`src/design/pcs_pkg.sv`:
```
`timescale 1ns / 1ps

package pcs_pkg;

    // sequencer states
    typedef enum logic [3:0] {
        S_IDLE,
        S_PICK,
        S_QDIV,
        S_ROOT,
        S_MUL_LO,
        S_MUL_HI,
        S_TDIV,
        S_SCORE,
        S_FINISH
    } pcs_state_t;

    // field widths
    localparam int GAIN_W   = 20;
    localparam int COUNT_W  = 23;
    localparam int VLOSS_W  = 7;
    localparam int ACTION_W = 9;
    localparam int VSUM_W   = 40;
    localparam int PRIOR_W  = 17;
    localparam int SCORE_W  = 41;
    localparam int ROOT_W   = 20;

    // internal widths
    localparam int N_W    = 24;           // visits plus virtual loss
    localparam int SRC_W  = 41;           // shifting dividend / radicand
    localparam int REM_W  = 26;           // partial remainder
    localparam int GP_W   = 37;           // gain times prior
    localparam int MUL_W  = 47;           // gain-prior times half of the root
    localparam int PROD_W = 57;           // full product
    localparam int TERM_W = 33;           // product over 2^24, then quotient
    localparam int CNT_W  = 6;

    // iterations of the shared subtract unit
    localparam logic [CNT_W-1:0] Q_LAST    = 6'd40;
    localparam logic [CNT_W-1:0] ROOT_LAST = 6'd19;
    localparam logic [CNT_W-1:0] TERM_LAST = 6'd32;

    localparam logic [GAIN_W-1:0] GAIN_RESET = 20'd92668;

    localparam logic [SCORE_W-1:0] SCORE_MAX = {1'b0, {(SCORE_W-1){1'b1}}};
    localparam logic [SCORE_W-1:0] SCORE_MIN = {1'b1, {(SCORE_W-1){1'b0}}};

endpackage

```
`src/design/puct_child_select.sv`:
```
`timescale 1ns / 1ps
// sequencing: one shared subtract unit steps a 41-step Q division, a 20-step root and a
//   33-step term division, with a pick step before each phase; the root runs only for a
//   group's first item, the Q division is skipped when n is zero, and an absent slot runs
//   no phase but the root
// flow: one item in flight; the next transfer is taken once the item is back in idle, later
//   while a closing item waits on a stalled result
// reset: rst_n asynchronous active low; gain back to its default, running best and root cleared

module puct_child_select
    import pcs_pkg::*;
#(
    parameter int NUM_ACTIONS = 362
)
(
    input  logic                       clk,
    input  logic                       rst_n,
    // configuration write channel
    input  logic                       cfg_valid,
    output logic                       cfg_ready,
    input  logic [GAIN_W-1:0]          cfg_data,
    // child slot channel
    input  logic                       in_valid,
    output logic                       in_stall,
    input  logic [COUNT_W-1:0]         parent_visits,
    input  logic [VLOSS_W-1:0]         parent_virtual_loss,
    input  logic [ACTION_W-1:0]        action,
    input  logic                       child_present,
    input  logic [COUNT_W-1:0]         child_visits,
    input  logic [VLOSS_W-1:0]         child_virtual_loss,
    input  logic signed [VSUM_W-1:0]   child_value_sum,
    input  logic [PRIOR_W-1:0]         child_prior,
    input  logic                       last,
    // result channel
    output logic                       out_valid,
    input  logic                       out_stall,
    output logic [ACTION_W-1:0]        top_action,
    output logic                       found,
    output logic signed [SCORE_W-1:0]  top_score
);

    // ---------------------------------------------------------------
    // registers
    // ---------------------------------------------------------------
    pcs_state_t          state_reg, state_next;

    // control state
    logic [GAIN_W-1:0]   gain_reg, gain_next;
    logic [SCORE_W-1:0]  lead_score_reg, lead_score_next;
    logic [ACTION_W-1:0] lead_action_reg, lead_action_next;
    logic                any_found_reg, any_found_next;
    logic [ROOT_W-1:0]   root_reg, root_next;
    logic                group_open_reg, group_open_next;
    logic                out_valid_reg, out_valid_next;
    logic [CNT_W-1:0]    cnt_reg, cnt_next;
    // outstanding work of the current item
    logic                q_todo_reg, q_todo_next;
    logic                root_todo_reg, root_todo_next;
    logic                mul_todo_reg, mul_todo_next;
    logic                tdiv_todo_reg, tdiv_todo_next;
    logic                score_todo_reg, score_todo_next;

    // payload
    logic [ACTION_W-1:0] action_reg, action_next;
    logic                last_reg, last_next;
    logic [N_W-1:0]      n_reg, n_next;
    logic [N_W-1:0]      ns_reg, ns_next;
    logic [SRC_W-1:0]    mag_reg, mag_next;
    logic                neg_reg, neg_next;
    logic [GP_W-1:0]     gp_reg, gp_next;
    logic [PROD_W-1:0]   prod_reg, prod_next;
    logic [SCORE_W-1:0]  q_reg, q_next;
    logic [TERM_W-1:0]   term_reg, term_next;
    // shared subtract unit
    logic [SRC_W-1:0]    src_reg, src_next;
    logic [REM_W-1:0]    rem_reg, rem_next;
    logic [SRC_W-1:0]    quo_reg, quo_next;
    logic [N_W-1:0]      dvs_reg, dvs_next;
    // result register
    logic [ACTION_W-1:0] out_action_reg, out_action_next;
    logic                out_found_reg, out_found_next;
    logic [SCORE_W-1:0]  out_score_reg, out_score_next;

    // ---------------------------------------------------------------
    // control signals
    // ---------------------------------------------------------------
    logic in_take;
    logic out_free;
    logic out_load;
    logic step_done;
    logic gain_write;

    // ---------------------------------------------------------------
    // input decode
    // ---------------------------------------------------------------
    logic [N_W-1:0]   in_n;
    logic [N_W-1:0]   in_ns;
    logic [SRC_W-1:0] in_num;
    logic [SRC_W-1:0] in_mag;
    logic             in_scored;

    assign in_n   = {1'b0, child_visits} + {{(N_W-VLOSS_W){1'b0}}, child_virtual_loss};
    assign in_ns  = {1'b0, parent_visits} + {{(N_W-VLOSS_W){1'b0}}, parent_virtual_loss};
    // value sum less virtual loss, both with 16 fraction bits
    assign in_num = {child_value_sum[VSUM_W-1], child_value_sum}
                  - {{(SRC_W-VLOSS_W-16){1'b0}}, child_virtual_loss, 16'b0};
    assign in_mag = in_num[SRC_W-1] ? (~in_num + {{(SRC_W-1){1'b0}}, 1'b1}) : in_num;
    // slots beyond the action space count as absent
    assign in_scored = child_present
                     && ({{(32-ACTION_W){1'b0}}, action} < 32'(NUM_ACTIONS));

    // ---------------------------------------------------------------
    // shared subtract unit: one restoring step of a divide or a root
    // ---------------------------------------------------------------
    logic             root_mode;
    logic [REM_W-1:0] rem_sh;
    logic [REM_W-1:0] trial;
    logic [REM_W-1:0] diff;
    logic             ge;

    assign root_mode = (state_reg == S_ROOT);
    // a root step takes two radicand bits, a divide step one
    assign rem_sh = root_mode ? {rem_reg[REM_W-3:0], src_reg[SRC_W-1:SRC_W-2]}
                              : {rem_reg[REM_W-2:0], src_reg[SRC_W-1]};
    // root trial is four times the partial root plus one
    assign trial  = root_mode ? {{(REM_W-ROOT_W-2){1'b0}}, quo_reg[ROOT_W-1:0], 2'b01}
                              : {{(REM_W-N_W){1'b0}}, dvs_reg};
    assign diff   = rem_sh - trial;
    assign ge     = (rem_sh >= trial);

    // ---------------------------------------------------------------
    // multiplier: gain-prior times one half of the root per cycle
    // ---------------------------------------------------------------
    logic [ROOT_W/2-1:0] mul_b;
    logic [MUL_W-1:0]    mul_p;

    assign mul_b = (state_reg == S_MUL_HI) ? root_reg[ROOT_W-1:ROOT_W/2]
                                           : root_reg[ROOT_W/2-1:0];
    assign mul_p = MUL_W'(gp_reg) * MUL_W'(mul_b);

    // ---------------------------------------------------------------
    // score: -Q plus term, saturated
    // ---------------------------------------------------------------
    logic [SCORE_W:0]   sum_wide;
    logic [SCORE_W-1:0] score_sat;
    logic               score_better;

    assign sum_wide = {{(SCORE_W+1-TERM_W){1'b0}}, term_reg} - {q_reg[SCORE_W-1], q_reg};

    always_comb
    begin
        if (sum_wide[SCORE_W] != sum_wide[SCORE_W-1])
        begin
            score_sat = sum_wide[SCORE_W] ? SCORE_MIN : SCORE_MAX;
        end
        else
        begin
            score_sat = sum_wide[SCORE_W-1:0];
        end
    end

    // strictly greater replaces; the first present child always wins
    assign score_better = !any_found_reg || ($signed(score_sat) > $signed(lead_score_reg));

    // ---------------------------------------------------------------
    // control outputs
    // ---------------------------------------------------------------
    always_comb
    begin
        in_stall   = (state_reg != S_IDLE);
        in_take    = in_valid && (state_reg == S_IDLE);
        cfg_ready  = 1'b1;
        gain_write = cfg_valid && (cfg_data != '0);
        out_free   = !out_valid_reg || !out_stall;
        out_load   = (state_reg == S_FINISH) && last_reg && out_free;
        step_done  = ((state_reg == S_QDIV) && (cnt_reg == Q_LAST))
                  || ((state_reg == S_ROOT) && (cnt_reg == ROOT_LAST))
                  || ((state_reg == S_TDIV) && (cnt_reg == TERM_LAST));
    end

    // ---------------------------------------------------------------
    // next state
    // ---------------------------------------------------------------
    always_comb
    begin
        state_next = state_reg;
        unique case (state_reg)
            S_IDLE:
            begin
                if (in_take)
                begin
                    state_next = S_PICK;
                end
            end
            S_PICK:
            begin
                priority if (q_todo_reg)     state_next = S_QDIV;
                else if (root_todo_reg)      state_next = S_ROOT;
                else if (mul_todo_reg)       state_next = S_MUL_LO;
                else if (tdiv_todo_reg)      state_next = S_TDIV;
                else if (score_todo_reg)     state_next = S_SCORE;
                else                         state_next = S_FINISH;
            end
            S_QDIV, S_ROOT, S_TDIV:
            begin
                if (step_done)
                begin
                    state_next = S_PICK;
                end
            end
            S_MUL_LO: state_next = S_MUL_HI;
            S_MUL_HI: state_next = S_PICK;
            S_SCORE:  state_next = S_PICK;
            S_FINISH:
            begin
                // a closing item waits here while the previous result is not taken
                if (!last_reg || out_free)
                begin
                    state_next = S_IDLE;
                end
            end
            default:  state_next = S_IDLE;
        endcase
    end

    // ---------------------------------------------------------------
    // datapath
    // ---------------------------------------------------------------
    always_comb
    begin
        gain_next        = gain_reg;
        lead_score_next  = lead_score_reg;
        lead_action_next = lead_action_reg;
        any_found_next   = any_found_reg;
        root_next        = root_reg;
        group_open_next  = group_open_reg;
        out_valid_next   = out_valid_reg;
        cnt_next         = cnt_reg;
        q_todo_next      = q_todo_reg;
        root_todo_next   = root_todo_reg;
        mul_todo_next    = mul_todo_reg;
        tdiv_todo_next   = tdiv_todo_reg;
        score_todo_next  = score_todo_reg;
        action_next      = action_reg;
        last_next        = last_reg;
        n_next           = n_reg;
        ns_next          = ns_reg;
        mag_next         = mag_reg;
        neg_next         = neg_reg;
        gp_next          = gp_reg;
        prod_next        = prod_reg;
        q_next           = q_reg;
        term_next        = term_reg;
        src_next         = src_reg;
        rem_next         = rem_reg;
        quo_next         = quo_reg;
        dvs_next         = dvs_reg;
        out_action_next  = out_action_reg;
        out_found_next   = out_found_reg;
        out_score_next   = out_score_reg;

        // a write of zero leaves the gain alone
        if (gain_write)
        begin
            gain_next = cfg_data;
        end

        if (out_valid_reg && !out_stall)
        begin
            out_valid_next = 1'b0;
        end

        unique case (state_reg)
            S_IDLE:
            begin
                if (in_take)
                begin
                    action_next     = action;
                    last_next       = last;
                    n_next          = in_n;
                    ns_next         = in_ns;
                    mag_next        = in_mag;
                    neg_next        = in_num[SRC_W-1];
                    gp_next         = GP_W'(gain_reg) * GP_W'(child_prior);
                    q_next          = '0;
                    q_todo_next     = in_scored && (in_n != '0);
                    root_todo_next  = !group_open_reg;
                    mul_todo_next   = in_scored;
                    tdiv_todo_next  = in_scored;
                    score_todo_next = in_scored;
                    // first item of a group opens it
                    if (!group_open_reg)
                    begin
                        lead_score_next  = '0;
                        lead_action_next = '0;
                        any_found_next   = 1'b0;
                        group_open_next  = 1'b1;
                    end
                end
            end
            S_PICK:
            begin
                // load the shared unit for the phase about to run
                cnt_next = '0;
                rem_next = '0;
                quo_next = '0;
                priority if (q_todo_reg)
                begin
                    src_next = mag_reg;
                    dvs_next = n_reg;
                end
                else if (root_todo_reg)
                begin
                    // radicand is parent count with 16 fraction bits
                    src_next = {ns_reg, 16'b0, 1'b0};
                end
                else if (mul_todo_reg)
                begin
                    cnt_next = '0;
                end
                else if (tdiv_todo_reg)
                begin
                    // drop the 24 low product bits before dividing by 1 + n
                    src_next = {prod_reg[PROD_W-1:PROD_W-TERM_W], {(SRC_W-TERM_W){1'b0}}};
                    dvs_next = n_reg + {{(N_W-1){1'b0}}, 1'b1};
                end
                else
                begin
                    cnt_next = '0;
                end
            end
            S_QDIV, S_ROOT, S_TDIV:
            begin
                src_next = root_mode ? {src_reg[SRC_W-3:0], 2'b00} : {src_reg[SRC_W-2:0], 1'b0};
                rem_next = ge ? diff : rem_sh;
                quo_next = {quo_reg[SRC_W-2:0], ge};
                cnt_next = cnt_reg + {{(CNT_W-1){1'b0}}, 1'b1};
                if (step_done)
                begin
                    if (state_reg == S_QDIV)
                    begin
                        // truncation toward zero: divide magnitudes, restore sign
                        q_next      = neg_reg ? (~quo_next + {{(SRC_W-1){1'b0}}, 1'b1})
                                              : quo_next;
                        q_todo_next = 1'b0;
                    end
                    else if (state_reg == S_ROOT)
                    begin
                        root_next      = quo_next[ROOT_W-1:0];
                        root_todo_next = 1'b0;
                    end
                    else
                    begin
                        term_next      = quo_next[TERM_W-1:0];
                        tdiv_todo_next = 1'b0;
                    end
                end
            end
            S_MUL_LO:
            begin
                prod_next = PROD_W'(mul_p);
            end
            S_MUL_HI:
            begin
                prod_next     = prod_reg + (PROD_W'(mul_p) << (ROOT_W / 2));
                mul_todo_next = 1'b0;
            end
            S_SCORE:
            begin
                if (score_better)
                begin
                    lead_score_next  = score_sat;
                    lead_action_next = action_reg;
                    any_found_next   = 1'b1;
                end
                score_todo_next = 1'b0;
            end
            S_FINISH:
            begin
                if (out_load)
                begin
                    // lead regs stay zero for a group with no child
                    out_action_next = lead_action_reg;
                    out_found_next  = any_found_reg;
                    out_score_next  = lead_score_reg;
                    out_valid_next  = 1'b1;
                    group_open_next = 1'b0;
                end
            end
            default:
            begin
                cnt_next = '0;
            end
        endcase
    end

    // ---------------------------------------------------------------
    // register update
    // ---------------------------------------------------------------
    always_ff @(posedge clk or negedge rst_n)
    begin
        if (!rst_n)
        begin
            state_reg       <= S_IDLE;
            gain_reg        <= GAIN_RESET;
            lead_score_reg  <= '0;
            lead_action_reg <= '0;
            any_found_reg   <= 1'b0;
            root_reg        <= '0;
            group_open_reg  <= 1'b0;
            out_valid_reg   <= 1'b0;
            cnt_reg         <= '0;
            q_todo_reg      <= 1'b0;
            root_todo_reg   <= 1'b0;
            mul_todo_reg    <= 1'b0;
            tdiv_todo_reg   <= 1'b0;
            score_todo_reg  <= 1'b0;
        end
        else
        begin
            state_reg       <= state_next;
            gain_reg        <= gain_next;
            lead_score_reg  <= lead_score_next;
            lead_action_reg <= lead_action_next;
            any_found_reg   <= any_found_next;
            root_reg        <= root_next;
            group_open_reg  <= group_open_next;
            out_valid_reg   <= out_valid_next;
            cnt_reg         <= cnt_next;
            q_todo_reg      <= q_todo_next;
            root_todo_reg   <= root_todo_next;
            mul_todo_reg    <= mul_todo_next;
            tdiv_todo_reg   <= tdiv_todo_next;
            score_todo_reg  <= score_todo_next;
        end
    end

    always_ff @(posedge clk)
    begin
        action_reg     <= action_next;
        last_reg       <= last_next;
        n_reg          <= n_next;
        ns_reg         <= ns_next;
        mag_reg        <= mag_next;
        neg_reg        <= neg_next;
        gp_reg         <= gp_next;
        prod_reg       <= prod_next;
        q_reg          <= q_next;
        term_reg       <= term_next;
        src_reg        <= src_next;
        rem_reg        <= rem_next;
        quo_reg        <= quo_next;
        dvs_reg        <= dvs_next;
        out_action_reg <= out_action_next;
        out_found_reg  <= out_found_next;
        out_score_reg  <= out_score_next;
    end

    // result ports
    assign out_valid  = out_valid_reg;
    assign top_action = out_action_reg;
    assign found      = out_found_reg;
    assign top_score  = $signed(out_score_reg);

    // ---------------------------------------------------------------
    // assertions
    // ---------------------------------------------------------------

    // a result only appears out of the closing step
    a_result_from_finish: assert property (@(posedge clk) disable iff (!rst_n)
        $rose(out_valid_reg) |-> $past(state_reg == S_FINISH))
        else $error("result raised outside the closing step");

    // restoring division keeps the partial remainder below the divisor
    a_rem_bound: assert property (@(posedge clk) disable iff (!rst_n)
        ((state_reg == S_QDIV) || (state_reg == S_TDIV)) |-> (rem_reg < {2'b00, dvs_reg}))
        else $error("partial remainder not below divisor");

    // scoring only once every phase before it is done
    a_score_ready: assert property (@(posedge clk) disable iff (!rst_n)
        (state_reg == S_SCORE) |-> (!q_todo_reg && !root_todo_reg && !mul_todo_reg
                                    && !tdiv_todo_reg))
        else $error("score taken before its operands");

    // an empty group reports a zero action and score
    a_empty_result: assert property (@(posedge clk) disable iff (!rst_n)
        (out_valid_reg && !out_found_reg) |-> ((out_action_reg == '0) && (out_score_reg == '0)))
        else $error("empty group with nonzero result");

    // the gain never holds zero
    a_gain_nonzero: assert property (@(posedge clk) disable iff (!rst_n)
        gain_reg != '0)
        else $error("exploration gain is zero");

endmodule

```
`config.mk`:
```
export PLATFORM = sky130hd
export DESIGN_NAME = puct_child_select
export DESIGN_NICKNAME = d
export VERILOG_FILES = /design/src/design/pcs_pkg.sv /design/src/design/puct_child_select.sv
export SDC_FILE = /design/constraint.sdc
export NUM_CORES = 2
export LEC_CHECK = 0
export CAP_MARGIN = 20
export CORE_MARGIN = 5
export CORE_UTILIZATION = 40
export DETAILED_ROUTE_END_ITERATION = 7
export DONT_BUFFER_PORTS = 1
export GPL_TIMING_DRIVEN = 0
export HOLD_SLACK_MARGIN = 0.03
export PLACE_DENSITY = 0.55
export SYNTH_ARGS = -nofsm -noshare
export SYNTH_HDL_FRONTEND = slang
export SYNTH_SLANG_ARGS = --single-unit
```
`constraint.sdc`:
```
create_clock -name clk -period 9.74 [get_ports clk]
set_clock_uncertainty 0.1 [all_clocks]
set_input_delay 0.974 -clock clk [delete_from_list [all_inputs] [get_ports clk]]
set_output_delay 0.974 -clock clk [all_outputs]
set_load 0.005 [all_outputs]
```
-- After elaboration in Yosys (flattened, before gate mapping)
Index checks and enable logic that the tools add are counted.
- register bits after elaboration: 557
- bits of input ports: 153
- $add $sub $neg: 10
- multipliers: 2
- magnitude comparators: 3
- eq/ne operators: 26
- muxes and demuxes: 69
- bitwise operators: 4
- reduce and logical (&&, ||, !) cells: 48
- operator list (cell ; number):
    41-bit 2-to-1 mux ; 14
    41-bit case mux with 2 select lines ; 3
    24-bit 2-to-1 mux ; 5
    57-bit case mux with 2 select lines ; 1
    41-bit by 1-bit adder with 41-bit output (second input constant) ; 2
    41-bit NOT ; 2
    40-bit case mux with 2 select lines ; 1
    57-bit adder ; 1
    25-bit case mux with 2 select lines ; 1
    23-bit by 7-bit adder with 24-bit output ; 2
    37-bit by 10-bit multiplier with 47-bit output ; 1
    34-bit by 41-bit subtractor with 42-bit output ; 1
    41-bit greater-than comparator ; 1
    40-bit by 24-bit subtractor with 41-bit output ; 1
    40-bit 2-to-1 mux ; 1
    20-bit by 17-bit multiplier with 37-bit output ; 1
    4-bit 2-to-1 mux ; 8
    9-bit 2-to-1 mux ; 3
    26-bit by 24-bit >= comparator with 1-bit output ; 1
    26-bit 2-to-1 mux ; 1
    25-bit 2-to-1 mux ; 1
    25-bit by 24-bit subtractor with 25-bit output ; 1
    24-bit by 1-bit adder with 24-bit output (second input constant) ; 1
    4-bit case mux with 6 select lines ; 1
    33 further kinds ; 107

-- Logic depth before layout (Yosys ltp)
- depth in word-level cells: 9
- depth in mapped cells: 40
- gate-level depth less buffers: 36

-- Worst setup path before layout
No wires, ideal clock.
- kind: register to register
- start: reg state_reg[2]
- end: reg prod_reg[53] (data pin)
- library setup time: 266 ps
- arrival: 8737 ps
- data required time: 9374 ps
- path slack: 637 ps
- cell stages (with the launch flop): 36
- clock period less this slack: 9103 ps
- cell sequence: dfrtp_1 nand2b_1 clkbuf_1 or2_2 clkbuf_1 clkbuf_1 nand2_1 nand2_1 clkbuf_1 nand2_1 fa_1 inv_1 fa_1 fa_1 fa_1 inv_1 fa_1 inv_1 ha_1 and3_1 a22oi_1 a21oi_1 o21ai_0 a22oi_1 a311o_1 xor2_1 ha_1 clkbuf_1 nand4_1 or3_1 a2111oi_0 o41ai_1 o31a_1 o21bai_1 xnor2_1 nor2_1
- word-level cells in the longest chain between the ends: 5
- elaborated cells on any way between the ends: 6
- those cells by class: 1 x add/sub; 1 x mul; 2 x eq/ne; 2 x mux
- RTL lines (element ; line ; text):
    start: declaration ; puct_child_select.sv:45 ; pcs_state_t state_reg, state_next;
    start signal: assignment ; puct_child_select.sv:421 ; state_reg <= state_next;
    4-bit by 3-bit equality test with 1-bit output ; puct_child_select.sv:137, puct_child_select.sv:273 ;
    10-bit 2-to-1 mux ; puct_child_select.sv:137 ; assign mul_b = (state_reg == S_MUL_HI) ? root_reg[ROOT_W-1:ROOT_W/2]
    37-bit by 10-bit multiplier with 47-bit output ; puct_child_select.sv:139 ; assign mul_p = MUL_W'(gp_reg) * MUL_W'(mul_b);
    57-bit adder ; puct_child_select.sv:365 ; prod_next = prod_reg + (PROD_W'(mul_p) << (ROOT_W / 2));
    57-bit case mux with 2 select lines (*) ; puct_child_select.sv:273 ; unique case (state_reg)
    end signal: assignment ; puct_child_select.sv:447 ; prod_reg <= prod_next;
    end: declaration ; puct_child_select.sv:71 ; logic [PROD_W-1:0] prod_reg, prod_next;
Every way passes the cells marked *; elsewhere a longest branch is shown, timed or not.
A chain may end at the register's enable or synchronous reset.

-- Worst setup path in the final report
- start: reg state_reg[1]
- end: reg prod_reg[53] (data pin)
The elaborated chain is that of the path after synthesis.

==> summary.txt <==
Status
  • Outcome: finished, final reports clean

Logic synthesis
  • Cell types occupying the most area after synthesis: sky130_fd_sc_hd__edfxtp_1, sky130_fd_sc_hd__fa_1, sky130_fd_sc_hd__ha_1
  • Share of synthesized registers carrying an async set or reset: 0.197
  • Count leader, synth: sky130_fd_sc_hd__nand2_1
  • Synthesized area divided by synthesized cell count: 9.63 um2
  • Number of synthesis warnings: 0
  • Number of enable flip-flop cells after synthesis: 439
  • Cell area after synthesis: 54,200 um2
  • Number of flip-flops and latches in the synthesized netlist: 547
  • Count of cell types in the netlist: 96
  • Gate Count Post-Synth: 5,635
  • Most used flip-flop cell after synthesis: sky130_fd_sc_hd__edfxtp_1
  • Number of nets in the synthesized netlist: 6,710
  • Cell type with the largest total area after synthesis: sky130_fd_sc_hd__edfxtp_1
  • Yosys top cell area share: 0.243
  • Post-synthesis sequential area ratio: 0.293
  • List of most frequent post-synthesis cells: sky130_fd_sc_hd__nand2_1, sky130_fd_sc_hd__inv_1, sky130_fd_sc_hd__fa_1

GRT
  • Via count of the first global-routing pass: 40.7k
  • Wire length of the first global-routing pass: 242 mm
  • Total overflow reported by the global router: 0
  • Antenna violations before repair: 26
  • Largest net degree at the start of global routing: 98
  • Global-route usage over all layers: 0.220

Critical path
  • R2R Path End: prod_reg[53]
  • CP arrival: 9.69 ns
  • Sort of element at the end of the critical path: flop
  • Slowest CP cell: sky130_fd_sc_hd__fa_1
  • Cell depth of the worst setup path: 34
  • CP Launch Point: state_reg[1]
  • Crit Path Category: flop to flop
  • R2R Path Start: state_reg[1]
  • Timing endpoint of the critical path: prod_reg[53]
  • Critical Path Fanout Max: 10
  • R2r worst-path depth: 34
  • Cell type with the highest occurrence count on the critical path: sky130_fd_sc_hd__fa_1
  • Stage delay of the slowest cell on the critical path: 0.55 ns
  • Launching element type of the critical path: flop
  • CP top delay family: adder cells
  • CP Buf/Inv Count: 6
  • Register-to-register setup slack: 0.32 ns
  • Required arrival time at the worst endpoint: 10.01 ns

STA
  • Final total negative setup slack: 0 ns
  • Maximum clock frequency: 0.106 GHz
  • # setup viols final: 0
  • Fin Hold WS: 0.0856 ns
  • Final cycle utilization of the critical path: 0.967
  • Final Worst Setup Slack: 0.318 ns
  • Slew at the pin closest to its max-slew limit: 1.10 ns
  • Normalized max-slew margin: 0.269
  • Pins Over Slew Limit: 0
  • Number of failing hold endpoints at the final stage: 0
  • Final critical delay including setup and external delays: 9.42 ns

Placement
  • Gpl congestion: 0.892
  • IO buf count: 0
  • Worst slack at placement: -2.24 ns
  • Sum of net half-perimeters after detailed placement: 127 mm

Die
  • Die Height: 378 um
  • Total number of placement rows: 135
  • Die X: 378 um
  • Initial Util: 0.401
  • Full die area: 143,000 um2
  • Area of the core region: 135,000 um2
  • Number of placed I/O pins: 207

Finish
  • Fraction of final layout cells sized beyond drive strength 1: 0.0603
  • Final core area utilization: 0.442
  • Fin nets: 6,808
  • Layout-stage area growth over the synthesis result: 10.1%
  • Max FFs per register: 47

Route
  • Vias: 40.2k
  • Number of vias per cell after detailed routing: 5.30
  • Aggregate routed wire length: 158 mm
  • Number of nets still failing antenna checks after routing: 0
  • Average detailed-routed wire length per instance: 20.8 um
  • Number of search-and-repair iterations in the first detailed-routing pass: 5
  • DRC violation count after routing: 0
  • DRC marker count from the first detailed-route iteration: 2,593

Power and ir drop
  • Power, Total: 18.9 mW
  • Power density relative to cell area: 317 nW/um2
  • Highest ir drop seen on vdd: 0.909 mV
  • Reported leakage power: 26.9 nW

Run
  • Max-capacitance violation count: 0

Clock tree
  • Number of sinks driven by the clock tree: 547
  • Max Root-Sink Buffers: 3
  • Cts bufs inserted: 68
  • Clock network latency to the later pin of the worst-skew pair: 0.67 ns
  • Clock slew at the register clock pins of the worst setup and hold paths: 0.06 ns
  • Clock tree from TritonCTS: yes
  • Max H-tree Level: 3
  • Clock root buffer: sky130_fd_sc_hd__clkbuf_16

Min path
  • Hold crit path type: input port to async pin
placed cells by master (no fill, tap or decap), drive strengths merged, types with 17 or more instances in the layout:
master	count
nand2	818
inv	716
fa	553
edfxtp	439
ha	369
clkbuf	289
a21oi	283
and2	252
nor2	240
xnor2	200
o21ai	190
xor2	134
a21o	130
nor2b	128
buf	104
dfrtp	97
nand3	72
mux2i	68
a31oi	68
nor3	58
nand4	51
mux2	44
nand2b	41
o21bai	31
o31ai	30
o21a	29
and3	29
or3	24
a22oi	24
o41ai	20
a211oi	19
diode	18
clkinv	18
nor4	17
worst min-delay path by stage:
stage / start / end / slack (ns) / cells after the start
2_1_floorplan: quo_reg[14] / term_reg[15] / 0.32 / 0
6_report: rst_n / gain_reg[16] / 0.09 / 0
4_1_cts: rst_n / gain_reg[3] / 0.04 / 0
3_3_place_gp: quo_reg[14] / term_reg[15] / 0.33 / 0
5_1_grt: rst_n / gain_reg[2] / 0.05 / 0
3_5_place_dp: lead_action_reg[3] / top_action[3] / 0.33 / 0
cell type report:
| cell class | instances | area (um2) |
|---|---|---|
| antenna | 18 | 45.0 |
| clock inverter | 40 | 553 |
| sequential | 547 | 15900 |
| timing repair buffer | 33 | 427 |
| fill | 13000 | 75400 |
| tap | 1781 | 2230 |
| buffer | 276 | 1150 |
| clock buffer | 84 | 1810 |
| multi-input combinational | 4099 | 34900 |
| inverter | 708 | 2660 |
metrics by stage:
stage	instance area [um2]	instances
floorplan	54200	5635
CTS	59400	7556
global route	59600	7570
finish	59700	7586
detailed placement	56800	7434
global placement	56500	7416
report_power, final:
part / switching (mW) / total [mW] / internal, mW
clock: 1.09 / 2.71 / 1.61
sequential: 0.529 / 4.44 / 3.91
combinational: 7.17 / 11.8 / 4.59
total: 8.79 / 18.9 / 10.1
per-layer routing:
metal / wire [um] / GRT usage / vias to the layer above
met5: 215 / 0.00480 / -
met4: 6410 / 0.0883 / 18
met3: 11900 / 0.0596 / 272
met2: 72100 / 0.351 / 1140
met1: 67600 / 0.286 / 19900
li1: - / - / 18900
repair_timing:
| item | in CTS | in global routing |
|---|---|---|
| pin swaps | 2 | 13 |
| endpoints found under the setup margin | 32 | 18 |
| endpoints found under the hold margin | 97 | 0 |
| hold buffers | 1 | 0 |
| resized for setup | 52 | 52 |
| buffers inserted | 1 | 12 |
cells by family after synthesis:
family                   count (synthesis)  synth area share
AO/OA/AOI/OAI                          941             0.115
XOR/XNOR                               335            0.0543
flip-flops                             547             0.293
AND/OR/NAND/NOR                       1787             0.157
buffers and inverters                  989            0.0696
multiplexers                           112            0.0217
adder cells (fa/ha/maj)                922             0.289
other                                    2          0.000138
No activity file was read; power rests on OpenSTA's default activity.
